<file path="config.mk">
export PLATFORM = sky130hd
export DESIGN_NAME = qsv_ctrl
export DESIGN_NICKNAME = d
export VERILOG_FILES = /design/src/rtl/qsv_pkg.sv /design/src/rtl/qsv_ctrl.sv
export SDC_FILE = /design/constraint.sdc
export NUM_CORES = 1
export LEC_CHECK = 0
export BUFFER_PORTS_ARGS = -buffer_cell sky130_fd_sc_hd__buf_2
export CAP_MARGIN = 20
export CORE_MARGIN = 4
export CORE_UTILIZATION = 48
export DETAILED_ROUTE_END_ITERATION = 6
export HOLD_SLACK_MARGIN = 0.06
export PLACE_DENSITY = 0.78
export SLEW_MARGIN = 30
export SYNTH_ARGS = -nofsm -noshare
export SYNTH_HDL_FRONTEND = slang
export SYNTH_SLANG_ARGS = --single-unit
</file>
<file path="constraint.sdc">
create_clock -name i_clk -period 1.7 [get_ports i_clk]
set_input_delay 0.255 -clock i_clk [delete_from_list [all_inputs] [get_ports i_clk]]
set_output_delay 0.255 -clock i_clk [all_outputs]
set_load 0.02 [all_outputs]
</file>
<file path="src/rtl/qsv_pkg.sv">
`default_nettype none
// ----------------------------------------------------------------------------
// qsv_pkg
// Shared constants, types and helper functions of the state-vector engine.
// ----------------------------------------------------------------------------
package qsv_pkg;

    localparam int MAX_QUBITS   = 10;
    localparam int COMP_W       = 18;
    localparam int MAX_READ     = 64;
    localparam int DIM_MAX      = 1 << MAX_QUBITS;
    localparam int ADDR_W       = MAX_QUBITS;
    localparam int CNT_W        = ADDR_W + 1;
    localparam int PW_W         = 2 * COMP_W;
    localparam int SUM_W        = PW_W + 2;
    localparam int ACC_W        = PW_W + MAX_QUBITS;
    localparam int Q_ONE        = 65536;
    localparam int H_COEF       = 46341;
    localparam int CORDIC_STEPS = 16;
    localparam int CORDIC_X0    = 10188013;
    localparam int CX_W         = 28;
    localparam int CZ_W         = 19;

    localparam logic [3:0] F_RESET  = 4'd0;
    localparam logic [3:0] F_H      = 4'd1;
    localparam logic [3:0] F_X      = 4'd2;
    localparam logic [3:0] F_RX     = 4'd3;
    localparam logic [3:0] F_RY     = 4'd4;
    localparam logic [3:0] F_RZ     = 4'd5;
    localparam logic [3:0] F_CNOT   = 4'd6;
    localparam logic [3:0] F_READ   = 4'd7;
    localparam logic [3:0] F_SAMPLE = 4'd8;

    typedef enum logic [1:0] {
        KIND_GATE   = 2'd0,
        KIND_IGNORE = 2'd1,
        KIND_PROB   = 2'd2,
        KIND_SAMPLE = 2'd3
    } t_kind;

    typedef enum logic [2:0] {
        OP_CLEAR,
        OP_IGNORE,
        OP_GATE,
        OP_ROT,
        OP_READ,
        OP_SAMPLE
    } t_op;

    typedef struct packed {
        logic       ld;
        logic       idx_zero;
        logic       idx_off;
        logic       idx_inc;
        logic       clr_wr;
        logic       rd_pair;
        logic       rd_one;
        logic       mul_en;
        logic       acc_en;
        logic       prob;
        logic [1:0] k;
        logic       wr0;
        logic       wr1;
        logic       smp_clr;
        logic       smp_acc;
        logic       trig_go;
        logic       mat_ld;
        logic       out_load;
        t_kind      out_kind;
        logic       out_last;
    } t_cmd;

    typedef struct packed {
        t_op  op;
        logic clr_last;
        logic pair_last;
        logic read_last;
        logic smp_hit;
        logic smp_end;
        logic out_free;
        logic trig_done;
    } t_stat;

    function automatic logic [15:0] cordic_atan(input logic [3:0] i);
        logic [15:0] v;
        case (i)
            4'd0:    v = 16'd32768;
            4'd1:    v = 16'd19344;
            4'd2:    v = 16'd10221;
            4'd3:    v = 16'd5188;
            4'd4:    v = 16'd2604;
            4'd5:    v = 16'd1303;
            4'd6:    v = 16'd652;
            4'd7:    v = 16'd326;
            4'd8:    v = 16'd163;
            4'd9:    v = 16'd81;
            4'd10:   v = 16'd41;
            4'd11:   v = 16'd20;
            4'd12:   v = 16'd10;
            4'd13:   v = 16'd5;
            4'd14:   v = 16'd3;
            default: v = 16'd1;
        endcase
        return v;
    endfunction

    // |amp|^2 rounded half up to Q1.16, saturated at one
    function automatic logic [16:0] prob_word(input logic [PW_W-1:0] pw);
        logic [PW_W-16:0] v;
        v = (PW_W-15)'(pw[PW_W-1:16]) + (PW_W-15)'(pw[15]);
        if (v > (PW_W-15)'(Q_ONE)) begin
            return 17'(Q_ONE);
        end
        return v[16:0];
    endfunction

endpackage
`default_nettype wire

</file>
<file path="src/rtl/qsv_ctrl.sv">
`default_nettype none
// ----------------------------------------------------------------------------
// qsv_ctrl
// Command sequencer: clear sweep, gate pair loop, probability read and
// sample scan, result hand-off.
// ----------------------------------------------------------------------------
module qsv_ctrl import qsv_pkg::*; (
    input  logic  i_clk,
    input  logic  i_rst_n,
    input  logic  i_in_valid,
    output logic  o_in_stall,
    input  t_stat i_stat,
    output t_cmd  o_cmd
);

    typedef enum logic [3:0] {
        S_CLR, S_IDLE, S_DEC, S_TRIG,
        S_G_RD, S_G_MUL, S_G_ACC, S_G_WR0, S_G_WR1,
        S_P_RD, S_P_MUL, S_P_ACC, S_P_OUT, S_EMIT
    } t_state;

    t_state     r_state, n_state;
    logic [1:0] r_k, n_k;
    t_kind      r_ekind, n_ekind;
    logic       r_clr_cmd, n_clr_cmd;
    logic       r_smp, n_smp;

    always_comb begin
        n_state   = r_state;
        n_k       = r_k;
        n_ekind   = r_ekind;
        n_clr_cmd = r_clr_cmd;
        n_smp     = r_smp;
        o_cmd     = '0;
        o_cmd.k   = r_k;
        case (r_state)
            S_CLR: begin
                o_cmd.clr_wr  = 1'b1;
                o_cmd.idx_inc = 1'b1;
                if (i_stat.clr_last) begin
                    n_ekind = KIND_GATE;
                    n_state = r_clr_cmd ? S_EMIT : S_IDLE;
                end
            end
            S_IDLE: begin
                if (i_in_valid) begin
                    o_cmd.ld = 1'b1;
                    n_state  = S_DEC;
                end
            end
            S_DEC: begin
                case (i_stat.op)
                    OP_CLEAR: begin
                        o_cmd.idx_zero = 1'b1;
                        n_clr_cmd      = 1'b1;
                        n_state        = S_CLR;
                    end
                    OP_GATE: begin
                        o_cmd.mat_ld   = 1'b1;
                        o_cmd.idx_zero = 1'b1;
                        n_state        = S_G_RD;
                    end
                    OP_ROT: begin
                        o_cmd.trig_go = 1'b1;
                        n_state       = S_TRIG;
                    end
                    OP_READ: begin
                        o_cmd.idx_off = 1'b1;
                        n_smp         = 1'b0;
                        n_state       = S_P_RD;
                    end
                    OP_SAMPLE: begin
                        o_cmd.idx_zero = 1'b1;
                        o_cmd.smp_clr  = 1'b1;
                        n_smp          = 1'b1;
                        n_state        = S_P_RD;
                    end
                    default: begin
                        n_ekind = KIND_IGNORE;
                        n_state = S_EMIT;
                    end
                endcase
            end
            S_TRIG: begin
                if (i_stat.trig_done) begin
                    o_cmd.mat_ld   = 1'b1;
                    o_cmd.idx_zero = 1'b1;
                    n_state        = S_G_RD;
                end
            end
            S_G_RD: begin
                o_cmd.rd_pair = 1'b1;
                n_k           = 2'd0;
                n_state       = S_G_MUL;
            end
            S_G_MUL: begin
                o_cmd.mul_en = 1'b1;
                n_state      = S_G_ACC;
            end
            S_G_ACC: begin
                o_cmd.acc_en = 1'b1;
                n_k          = r_k + 2'd1;
                n_state      = (r_k == 2'd3) ? S_G_WR0 : S_G_MUL;
            end
            S_G_WR0: begin
                o_cmd.wr0 = 1'b1;
                n_state   = S_G_WR1;
            end
            S_G_WR1: begin
                o_cmd.wr1 = 1'b1;
                if (i_stat.pair_last) begin
                    n_ekind = KIND_GATE;
                    n_state = S_EMIT;
                end else begin
                    o_cmd.idx_inc = 1'b1;
                    n_state       = S_G_RD;
                end
            end
            S_P_RD: begin
                o_cmd.rd_one = 1'b1;
                n_state      = S_P_MUL;
            end
            S_P_MUL: begin
                o_cmd.mul_en = 1'b1;
                o_cmd.prob   = 1'b1;
                n_state      = S_P_ACC;
            end
            S_P_ACC: begin
                o_cmd.acc_en = 1'b1;
                o_cmd.prob   = 1'b1;
                n_state      = S_P_OUT;
            end
            S_P_OUT: begin
                if (!r_smp) begin
                    if (i_stat.out_free) begin
                        o_cmd.out_load = 1'b1;
                        o_cmd.out_kind = KIND_PROB;
                        o_cmd.out_last = i_stat.read_last;
                        if (i_stat.read_last) begin
                            n_state = S_IDLE;
                        end else begin
                            o_cmd.idx_inc = 1'b1;
                            n_state       = S_P_RD;
                        end
                    end
                end else if (i_stat.smp_hit || i_stat.smp_end) begin
                    if (i_stat.out_free) begin
                        o_cmd.out_load = 1'b1;
                        o_cmd.out_kind = KIND_SAMPLE;
                        o_cmd.out_last = 1'b1;
                        n_state        = S_IDLE;
                    end
                end else begin
                    o_cmd.smp_acc = 1'b1;
                    o_cmd.idx_inc = 1'b1;
                    n_state       = S_P_RD;
                end
            end
            S_EMIT: begin
                if (i_stat.out_free) begin
                    o_cmd.out_load = 1'b1;
                    o_cmd.out_kind = r_ekind;
                    o_cmd.out_last = 1'b1;
                    n_clr_cmd      = 1'b0;
                    n_state        = S_IDLE;
                end
            end
            default: n_state = S_IDLE;
        endcase
    end

    always_ff @(posedge i_clk) begin
        if (!i_rst_n) begin
            r_state   <= S_CLR;
            r_k       <= '0;
            r_ekind   <= KIND_GATE;
            r_clr_cmd <= 1'b0;
            r_smp     <= 1'b0;
        end else begin
            r_state   <= n_state;
            r_k       <= n_k;
            r_ekind   <= n_ekind;
            r_clr_cmd <= n_clr_cmd;
            r_smp     <= n_smp;
        end
    end

    assign o_in_stall = r_state != S_IDLE;

endmodule
`default_nettype wire

</file>
# == After elaboration in Yosys (flattened, before gate mapping) ==
# Index checks and enable logic that the tools add are counted.
# word_totals
regBits,10
word_cells,107
output_inout_bits,23
in_bits,13
# op_classes
mux,57
addsub,1
eq_ne,27
reduce_logical,17
# ops
operator,n
two-way mux 4 bit,15
one-hot mux 4 bit (14 select lines),1
two-way mux 1 bit,28
equality test 4 bit (second input constant),6
equality test 4 x 3 -> 1 bit (second input constant),4
one-hot mux 4 bit (4 select lines),1
!= test 2 bit (second input constant),6
equality test 4 x 2 -> 1 bit (second input constant),2
two-way mux 2 bit,4
one-hot mux 1 bit (2 select lines),4
one-hot mux 4 bit (2 select lines),1
AND reduction 4 bit,2
OR reduction 2 bit,4
equality test 3 x 2 -> 1 bit (second input constant),2
equality test 3 bit (second input constant),2
one-hot mux 2 bit (3 select lines),1
nonzero test 2 bit,3
OR reduction 5 bit,1
equality test 4 x 1 -> 1 bit (second input constant),1
logical NOT 4 bit,1
!= test 4 x 1 -> 1 bit (second input constant),1
one-hot mux 2 bit (2 select lines),1
logical NOT 3 bit,1
!= test 3 bit (second input constant),1
other kinds (9),9

# == Depth between registers and ports, before layout ==
# Gate-level depths: netlist of the first run.
# depth
word_depth,4
mapped_depth,5
ltp_nobuf,5

# == Worst setup path after synthesis of the first run ==
# Ideal clock, no wire load.
# synth_path
kind,flip-flop to output port
from,register r_state[2]
to,output o_cmd[4] (netlist bit)
t_arrival_ps,1617
setup_slack_ps,-172
n_path_buf,0
stages_incl_launch_ff,4
required_ps,1445
path_cell_list,dfxtp_1 > nor4b_4 > or3b_1 > o21ai_0
# synth_lines
item,line,text
start: declaration,qsv_ctrl.sv:22,"t_state r_state, n_state;"
start signal: assignment,qsv_ctrl.sv:180,r_state <= n_state;
end: declaration,qsv_ctrl.sv:13,output t_cmd o_cmd

==> results of run 1 <==
cells by family after synthesis:
group / after synthesis
AO/OA/AOI/OAI: 46
XOR/XNOR: 1
flip-flops: 9
multiplexers: 2
AND/OR/NAND/NOR: 58
buffers and inverters: 17
adder cells (fa/ha/maj): 1
layout make-up:
| type | count | area share, % |
|---|---|---|
| multi-input combinational | 108 | 56.0 |
| timing repair buffer | 47 | 22.8 |
| sequential | 9 | 14.3 |
| tap | 25 | 2.42 |
| inverter | 7 | 2.32 |
| clock buffer | 3 | 1.74 |
| clock inverter | 1 | 0.386 |
Yosys cell counts (2+ instances only):
| cell | n | area [um^2] |
|---|---|---|
| nor2_1 | 19 | 71.3 |
| buf_2 | 7 | 35.0 |
| a21boi_0 | 4 | 30.0 |
| a211oi_1 | 3 | 22.5 |
| o22ai_1 | 3 | 18.8 |
| o21a_1 | 4 | 30.0 |
| nand4_1 | 2 | 12.5 |
| buf_1 | 2 | 7.51 |
| nand3_1 | 6 | 30.0 |
| a31oi_1 | 2 | 12.5 |
| mux2i_1 | 2 | 20.0 |
| or4_1 | 2 | 15.0 |
| a21oi_1 | 6 | 30.0 |
| nor3_1 | 4 | 20.0 |
| nor4_1 | 2 | 12.5 |
| nand2_1 | 6 | 22.5 |
| and3_1 | 3 | 18.8 |
| o21ai_0 | 12 | 60.1 |
| nor2b_1 | 3 | 18.8 |
| inv_1 | 7 | 26.3 |
| nand3b_1 | 2 | 15.0 |
| nand2b_1 | 4 | 25.0 |
| dfxtp_1 | 9 | 180 |
state kept, by name, indices dropped and copies added, names as in the netlist:
register,cells
r_state,4
r_ekind,1
r_clr_cmd,1
r_smp,1
r_k,2
power groups by stage:
stage / Clock (W) / Combinational, W / Sequential (W)
final: 0.000180 / 0.000654 / 0.000270
after global routing: 0.000197 / 0.000707 / 0.000274
after CTS: 0.000180 / 0.000614 / 0.000267
after detailed placement: 0 / 0.000582 / 0.000267
after global placement: 0 / 0.000569 / 0.000264
after floorplan: 0 / 0.000392 / 0.000262
path summary, 6_finish.rpt:
kind	end	slack [ns]	cells after the start
worst max-delay path	o_cmd[4]	-0.23	4
worst min-delay path	r_ekind[0]	0.30	2
worst max register to register	r_state[3]	0.07	5
worst min register to register	r_k[1]	0.50	2
critical path, stage by stage, from the launching register on:
cell     delay [ns]
dfxtp_2        0.35
nor4b_4        0.33
or3b_4         0.44
o21ai_2        0.15
buf_6          0.14
through the flow:
| stage | setup TNS, ns | setup WS (ns) | hold WS [ns] |
|---|---|---|---|
| finish | -0.539 | -0.228 | 0.300 |
| global placement | 0 | 0.0884 | 0.485 |
| detailed placement | 0 | 0.0148 | 0.494 |
| global route | -1.38 | -0.303 | 0.291 |
| CTS | -0.424 | -0.218 | 0.295 |
| floorplan | 0 | 0.0281 | 0.377 |
layer usage:
layer	track usage, %	up-vias	part of all wire [%]
met5	0	-	0
met4	5.68	0	0.83
met3	4.87	4	10
met2	43.1	77	53
met1	29.3	566	37
li1	-	573	-
what timing repair did:
| action | in CTS | in global routing |
|---|---|---|
| gates resized for setup | 16 | 12 |
| setup endpoints to repair | 14 | 16 |
| setup buffers | 1 | 0 |
| pin swaps | 1 | 0 |
==> flow_metrics.env, run 1 <==
export IMPL_peakVddDrop_uv=663
export IMPL_die_x_um=51.9
export IMPL_powerDensity_nw_per_um2=853
export IMPL_grt_pass1_wl_mm=4.92
export IMPL_fp_dieH_um=51.9
export IMPL_hold_class="in2reg"
export IMPL_grt_start_max_net_pins=17
export IMPL_drive_gt1_share_pct=41.1
export IMPL_crit_required_ns=1.44
export IMPL_gp_congestion=0.858
export IMPL_pwr_share_clk_pct=16.3
export IMPL_total_power_w=0.00110
export IMPL_layout_setup_ws_ns=-0.228
export IMPL_fmax_mhz=519
export IMPL_multi_input_area_um2=726
export IMPL_drt_wl_total_mm=3.14
export IMPL_synth_edf_count=0
export IMPL_endpoint_kind="primary output"
export IMPL_cts_root_buffer="clkbuf_4"
export IMPL_fin_util_pct=72.6
export IMPL_relSlewSlack_pct=73.9
export IMPL_period_needed_ns=1.93
export IMPL_synth_xor_area_share_pct=0.949
export IMPL_track_usage_pct=24.2
export IMPL_critPathLaunch="r_state[3]"
export IMPL_timing_final_crit_share_pct=113
export IMPL_sequential_cell_area_um2=185
export IMPL_htreeDepth=1
export IMPL_arrival_ns=1.67
export IMPL_tightest_slew_ns=0.382
export IMPL_start_util_pct=51.8
export IMPL_setup_viol=7
export IMPL_placed_cells=195
export IMPL_synth_top_family_by_area="simple AND/OR/NAND/NOR gates"
export IMPL_syn_avg_cell_area_um2=6.89
export IMPL_cts_path_max_buffers=2
export IMPL_rows=15
export IMPL_numCtsBuffers=3
export IMPL_muxShareOfSynthArea_pct=2.17
export IMPL_antenna_found_initial=0
export IMPL_finalHoldViolCount=0
export IMPL_syn_area_um2=923
export IMPL_clock_sinks=9
export IMPL_synthesis_nets=148
export IMPL_num_vias=1220
export IMPL_area_delta_synth_final_pct=40.2
export IMPL_yosysWarnings=0
export IMPL_route_detailed_drc=0
export IMPL_dp_final_hpwl_mm=2.32
export IMPL_ant_nets=0
export IMPL_status="finished with violations"
export IMPL_worstHoldStart="i_rst_n"
export IMPL_ios=36
export IMPL_grt_pass1_vias=1081
export IMPL_drt_iter0_drc=72
export IMPL_synth_cell_type_count=43
export IMPL_swShare_pct=47.1
export IMPL_nNetsFinal=190
export IMPL_ys_ff_latch=9
export IMPL_mostFrequentLayoutCells="buf_2, nor2_1, buf_4"
export IMPL_synth_fa_ha_area_share_pct=1.36
export IMPL_cp_start_kind="flop"
export IMPL_synthFlopType="dfxtp_1"
export IMPL_stdcell_area_um2=1290
export IMPL_postPlaceCellArea_um2=1170
export IMPL_finalNonFillerCells=200
export IMPL_first_pass_iters=4
export IMPL_path_clk_slew_ns=0.08
export IMPL_viasPerCell=6.10
export IMPL_violations="negative setup slack"
export IMPL_async_flop_share_pct=0
export IMPL_cap_viol_max_count=0
export IMPL_portBuffers=35
export IMPL_rsz0062_at_grt="yes"
export IMPL_cts_hold_fix_buffers=0
export IMPL_internal_power_w=0.000584
export IMPL_layout_commonest_cell="buf_2"
export IMPL_yosysSeqAreaShare_pct=19.5
export IMPL_fin_skew_ns=0.00208
export IMPL_p_comb_share_pct=59.2
export IMPL_wl_per_cell_um=15.7
export IMPL_cts_tree="built"
export IMPL_p_switching_w=0.000520
export IMPL_syn_inst=134
export IMPL_die_area_um2=2690
export IMPL_synth_compound_area_share_pct=33.6
export IMPL_timing_worst_setup_path_type="reg2out"
export IMPL_crit_fanout=4
export IMPL_power_leakage_nw=0.563
export IMPL_coreArea_um2=1780
export IMPL_insertion_delay_ns=0.27
export IMPL_p_seq_share_pct=24.4
export IMPL_drv_slew=0
export IMPL_grt_ovfl_total=0
export IMPL_r2r_start="r_state[1]"
export IMPL_antenna_cells=0
export IMPL_nFillCells=148
export IMPL_synthSimpleGateAreaFrac_pct=34.4
No activity file was read; power rests on OpenSTA's default activity.
==> run 2, diff against run 1 <==
==> constraint.sdc (replaced) <==
create_clock -name i_clk -period 1.7 [get_ports i_clk]
set_input_delay 0.34 -clock i_clk [delete_from_list [all_inputs] [get_ports i_clk]]
set_output_delay 0.34 -clock i_clk [all_outputs]
set_load 0.02 [all_outputs]
==> flow_metrics.env, run 2 (synthesis results as in run 1) <==
export IMPL_timing_worst_setup_path_type="reg2out"
export IMPL_max_flop_register="r_state"
export IMPL_area_delta_synth_final_pct=67.2
export IMPL_route_detailed_drc=0
export IMPL_whs_ns=0.398
export IMPL_fin_skew_ns=0.00201
export IMPL_path_cells="nor4b_4 -> or3b_4 -> o21ai_2 -> buf_6"
export IMPL_crit_fanout=3
export IMPL_period_needed_ns=2.02
export IMPL_fmax_mhz=494
export IMPL_viasPerCell=6.54
export IMPL_hold_class="in2reg"
export IMPL_antenna_found_initial=0
export IMPL_violations="negative setup slack"
export IMPL_timing_final_crit_share_pct=119
export IMPL_die_area_um2=2690
export IMPL_stdcell_area_um2=1540
export IMPL_first_pass_iters=6
export IMPL_die_x_um=51.9
export IMPL_crit_required_ns=1.36
export IMPL_relSlewSlack_pct=69.5
export IMPL_rows=15
export IMPL_coreArea_um2=1780
export IMPL_cts_root_buffer="clkbuf_4"
export IMPL_clock_sinks=9
export IMPL_layout_setup_ws_ns=-0.325
export IMPL_start_util_pct=51.8
export IMPL_grt_pass1_wl_mm=5.64
export IMPL_rsz0062_at_grt="yes"
export IMPL_drt_wl_total_mm=4.30
export IMPL_endpoint_kind="primary output"
export IMPL_dp_final_hpwl_mm=2.23
export IMPL_mostFrequentLayoutCells="buf_4, buf_2, nor2_1"
export IMPL_cp_start_kind="flop"
export IMPL_drv_slew=0
export IMPL_grt_ovfl_total=0
export IMPL_track_usage_pct=27.8
export IMPL_htreeDepth=1
export IMPL_wl_per_cell_um=19.5
export IMPL_tightest_slew_ns=0.455
export IMPL_top_regs="r_state (4), r_k (2)"
export IMPL_fin_util_pct=86.6
export IMPL_powerDensity_nw_per_um2=873
export IMPL_cap_viol_max_count=0
export IMPL_arrival_ns=1.68
export IMPL_setup_viol=17
export IMPL_postPlaceCellArea_um2=1210
export IMPL_ios=36
export IMPL_num_vias=1445
export IMPL_largest_reg_flops=4
export IMPL_gp_congestion=0.848
export IMPL_path_clk_slew_ns=0.07
export IMPL_cts_tree="built"
export IMPL_peakVddDrop_uv=633
export IMPL_grt_pass1_vias=1269
export IMPL_status="finished with violations"
export IMPL_nNetsFinal=211
export IMPL_cpMaxStageDelayCell="or3b_4"
export IMPL_critPathMaxStageDelay_ns=0.45
export IMPL_grt_start_max_net_pins=16
export IMPL_power_leakage_nw=0.701
export IMPL_cp_top_family="simple AND/OR/NAND/NOR gates"
export IMPL_insertion_delay_ns=0.27
export IMPL_antenna_cells=0
export IMPL_ant_nets=0
export IMPL_placed_cells=200
export IMPL_cp_num_buf_inv=1
export IMPL_finalNonFillerCells=221
export IMPL_finalHoldViolCount=0
export IMPL_cts_path_max_buffers=2
export IMPL_layout_commonest_cell="buf_4"
export IMPL_drive_gt1_share_pct=50.0
export IMPL_fp_dieH_um=51.9
export IMPL_portBuffers=35
export IMPL_numCtsBuffers=3
export IMPL_drt_iter0_drc=143
-- run 2: cell count changes in the layout (fill, tap and decap cells not counted), sizes merged --
cell and change:
buf +20, clkbuf +1, clkinv -1, or2 +1
-- run 2: per-layer routing --
layer	global-route usage, %	vias to the layer above	share of wire [%]
met2	49.8	141	48
met5	0	-	0
met1	31.8	646	35
met4	10.0	0	5.0
met3	6.02	33	12
li1	-	625	-
-- run 2: area by class of cell --
cell class,count,area (um^2)
clock buffers,4,26.3
fillers,85,239
inverters,7,30.0
multi-input cells,109,766
flip-flops and latches,9,189
well taps,25,31.3
repair buffers,67,502
-- run 2: what timing repair did --
action                     CTS  global route
cloned                       3             0
setup endpoints to repair   21            22
resized for setup           34            20
setup buffers                9             6
pin swaps                    6             4
hold buffers                 0             0
-- run 2: path summary, 6_finish.rpt --
| check | from | end | slack, ns | cells after the start |
|---|---|---|---|---|
| worst max-delay path | r_state[3] | o_cmd[4] | -0.32 | 4 |
| worst min-delay path | i_rst_n | r_k[0] | 0.40 | 2 |
| worst max register to register | r_state[0] | r_state[3] | 0.01 | 6 |
| worst min register to register | r_k[0] | r_k[0] | 0.58 | 2 |
-- run 2: through the flow --
stage / total power (W) / setup WS (ns) / setup TNS [ns]
global placement: 0.000855 / 0.0550 / 0
detailed placement: 0.000864 / -0.00978 / -0.00978
global route: 0.00140 / -0.340 / -2.92
floorplan: 0.000655 / -0.0180 / -0.0258
CTS: 0.00121 / -0.252 / -0.916
finish: 0.00135 / -0.325 / -2.13
-- run 2: power breakdown --
part / internal (W) / switching [W] / leakage [nW]
registers: 0.000238 / 0.0000290 / 0.0755
clock network: 0.0000910 / 0.0000883 / 0.0150
logic: 0.000406 / 0.000496 / 0.611
total: 0.000735 / 0.000613 / 0.701
-- run 2: worst register-to-register path, stage by stage, from the launching register on --
cell	delay [ns]
dfxtp_2	0.34
buf_6	0.12
buf_6	0.13
buf_4	0.12
buf_2	0.15
or4_1	0.52
a31oi_1	0.22
==> run 3, diff against run 2 <==
ABC_AREA = 1   (was default)
CORE_UTILIZATION = 47   (was 48)
PLACE_DENSITY = 0.77   (was 0.78)
==> flow_metrics.env, run 3 <==
export IMPL_coreArea_um2=1760
export IMPL_grt_pass1_wl_mm=5.45
export IMPL_wl_per_cell_um=17.4
export IMPL_synthesis_nets=170
export IMPL_tightest_slew_ns=0.368
export IMPL_finalHoldViolCount=0
export IMPL_first_pass_iters=5
export IMPL_die_x_um=51.4
export IMPL_placed_cells=218
export IMPL_ios=36
export IMPL_yosysWarnings=0
export IMPL_path_clk_slew_ns=0.08
export IMPL_yosysTopAreaCell="dfxtp_1"
export IMPL_synth_cell_type_count=27
export IMPL_syn_area_um2=887
export IMPL_viasPerCell=5.72
export IMPL_relSlewSlack_pct=75.4
export IMPL_mostFrequentLayoutCells="nand2_1, buf_4, buf_2"
export IMPL_rows=15
export IMPL_status="finished with violations"
export IMPL_async_flop_share_pct=0
export IMPL_peakVddDrop_uv=503
export IMPL_fp_dieH_um=51.4
export IMPL_synthFlopType="dfxtp_1"
export IMPL_timing_worst_setup_path_type="reg2out"
export IMPL_drt_wl_total_mm=4.23
export IMPL_layout_setup_ws_ns=-0.134
export IMPL_fin_skew_ns=0.00525
export IMPL_stdcell_area_um2=1520
export IMPL_period_needed_ns=1.83
export IMPL_rsz0062_at_grt="yes"
export IMPL_postPlaceCellArea_um2=1120
export IMPL_crit_required_ns=1.36
export IMPL_grt_start_max_net_pins=8
export IMPL_synth_edf_count=0
export IMPL_num_vias=1389
export IMPL_syn_avg_cell_area_um2=5.69
export IMPL_portBuffers=35
export IMPL_power_leakage_nw=0.798
export IMPL_ant_nets=0
export IMPL_route_detailed_drc=0
export IMPL_cts_hold_fix_buffers=0
export IMPL_timing_final_crit_share_pct=108
export IMPL_grt_ovfl_total=0
export IMPL_cts_root_buffer="clkbuf_4"
export IMPL_endpoint_kind="primary output"
export IMPL_cts_path_max_buffers=2
export IMPL_top_regs="r_state (4), r_k (2)"
export IMPL_max_flop_register="r_state"
export IMPL_drv_slew=0
export IMPL_arrival_ns=1.49
export IMPL_finalNonFillerCells=243
export IMPL_cp_start_kind="flop"
export IMPL_layout_commonest_cell="nand2_1"
export IMPL_numCtsBuffers=3
export IMPL_largest_reg_flops=4
export IMPL_drive_gt1_share_pct=51.8
export IMPL_ys_ff_latch=9
export IMPL_violations="negative setup slack"
export IMPL_syn_inst=156
export IMPL_antenna_cells=0
export IMPL_yosysSeqAreaShare_pct=20.3
export IMPL_die_area_um2=2650
export IMPL_synth_common_cells="nand2_1, nor2_1, inv_1"
export IMPL_hold_class="in2reg"
export IMPL_cts_tree="built"
export IMPL_nNetsFinal=233
export IMPL_area_delta_synth_final_pct=70.9
export IMPL_start_util_pct=50.3
export IMPL_dp_final_hpwl_mm=2.28
export IMPL_track_usage_pct=27.8
export IMPL_cap_viol_max_count=0
export IMPL_htreeDepth=1
export IMPL_synth_top_cell_area_share_pct=20.3
export IMPL_grt_pass1_vias=1250
export IMPL_antenna_found_initial=0
export IMPL_synth_area_leaders="dfxtp_1, nand2_1, nor2_1"
export IMPL_clock_sinks=9
export IMPL_gp_congestion=0.950
export IMPL_setup_viol=11
export IMPL_post_place_ws_ns=0.0701
export IMPL_fmax_mhz=545
export IMPL_powerDensity_nw_per_um2=723
export IMPL_insertion_delay_ns=0.28
export IMPL_crit_fanout=5
export IMPL_total_power_w=0.00110
export IMPL_yosysMostFrequentCell="nand2_1"
export IMPL_drt_iter0_drc=106
## run 3: cell count changes after synthesis, moves of 4 or more
cell,delta
inv_2,+6
nand2b_1,-4
inv_1,+11
buf_2,-7
a21boi_0,-4
nor2_2,+6
nand2_2,+5
nor2_1,+7
o21ai_0,-4
nand2_1,+30
o21a_1,-4
## run 3: path summary, 6_finish.rpt
check | cells after the start | to | from | slack, ns
min | 3 | r_k[0] | i_rst_n | 0.33
min reg2reg | 2 | r_clr_cmd | r_clr_cmd | 0.47
max reg2reg | 11 | r_state[0] | r_state[1] | 0.17
max | 6 | o_cmd[20] | r_state[0] | -0.13
## run 3: kinds of logic (layout without fill, tap and decap cells)
kind of cell             after synthesis  after routing  share of synthesized area, %
buffers and inverters                 25             87                          10.6
AND/OR/NAND/NOR                       93             93                          49.4
adder cells (fa/ha/maj)                1              1                          1.41
flip-flops                             9              9                          20.3
AO/OA/AOI/OAI                         28             28                          18.3
## run 3: timing repair
item	in CTS	in global routing
pin swaps	13	12
buffers inserted	12	9
resized for setup	42	29
setup endpoints to repair	13	17
## run 3: critical path, cell delays in order, from the launching register on
cell and delay [ns]:
dfxtp_4 0.38, inv_6 0.08, nand2_4 0.06, nor2_4 0.23, nand4_1 0.19, nand3_1 0.14, buf_6 0.12
## run 3: report_power, final
part	internal (W)	total [W]	switching, W	leakage, nW
Combinational	0.000251	0.000627	0.000376	0.706
Clock	0.0000912	0.000199	0.000107	0.0150
Sequential	0.000233	0.000271	0.0000382	0.0764
## run 3: area by class of cell
class                           count  area, um^2
Multi-Input combinational cell    122         739
Timing Repair Buffer               58         409
Fill cell                         112         248
Sequential cell                     9         196
Inverter                           25         114
Tap cell                           25        31.3
Clock buffer                        4        26.3
## run 3: metrics by stage
stage	setup TNS, ns	hold slack [ns]	utilization (%)
final	-0.774	0.334	86.0
after global routing	-1.33	0.341	86.0
after global placement	0	0.455	63.3
after detailed placement	0	0.458	63.3
after CTS	-0.118	0.345	76.5
after floorplan	0	0.440	-
## run 3: routing by layer
layer  track usage, %  share of wire [%]
met1             30.4                 37
met2             46.6                 45
met5                0                  0
met3             6.41                 11
met4             19.7                6.7
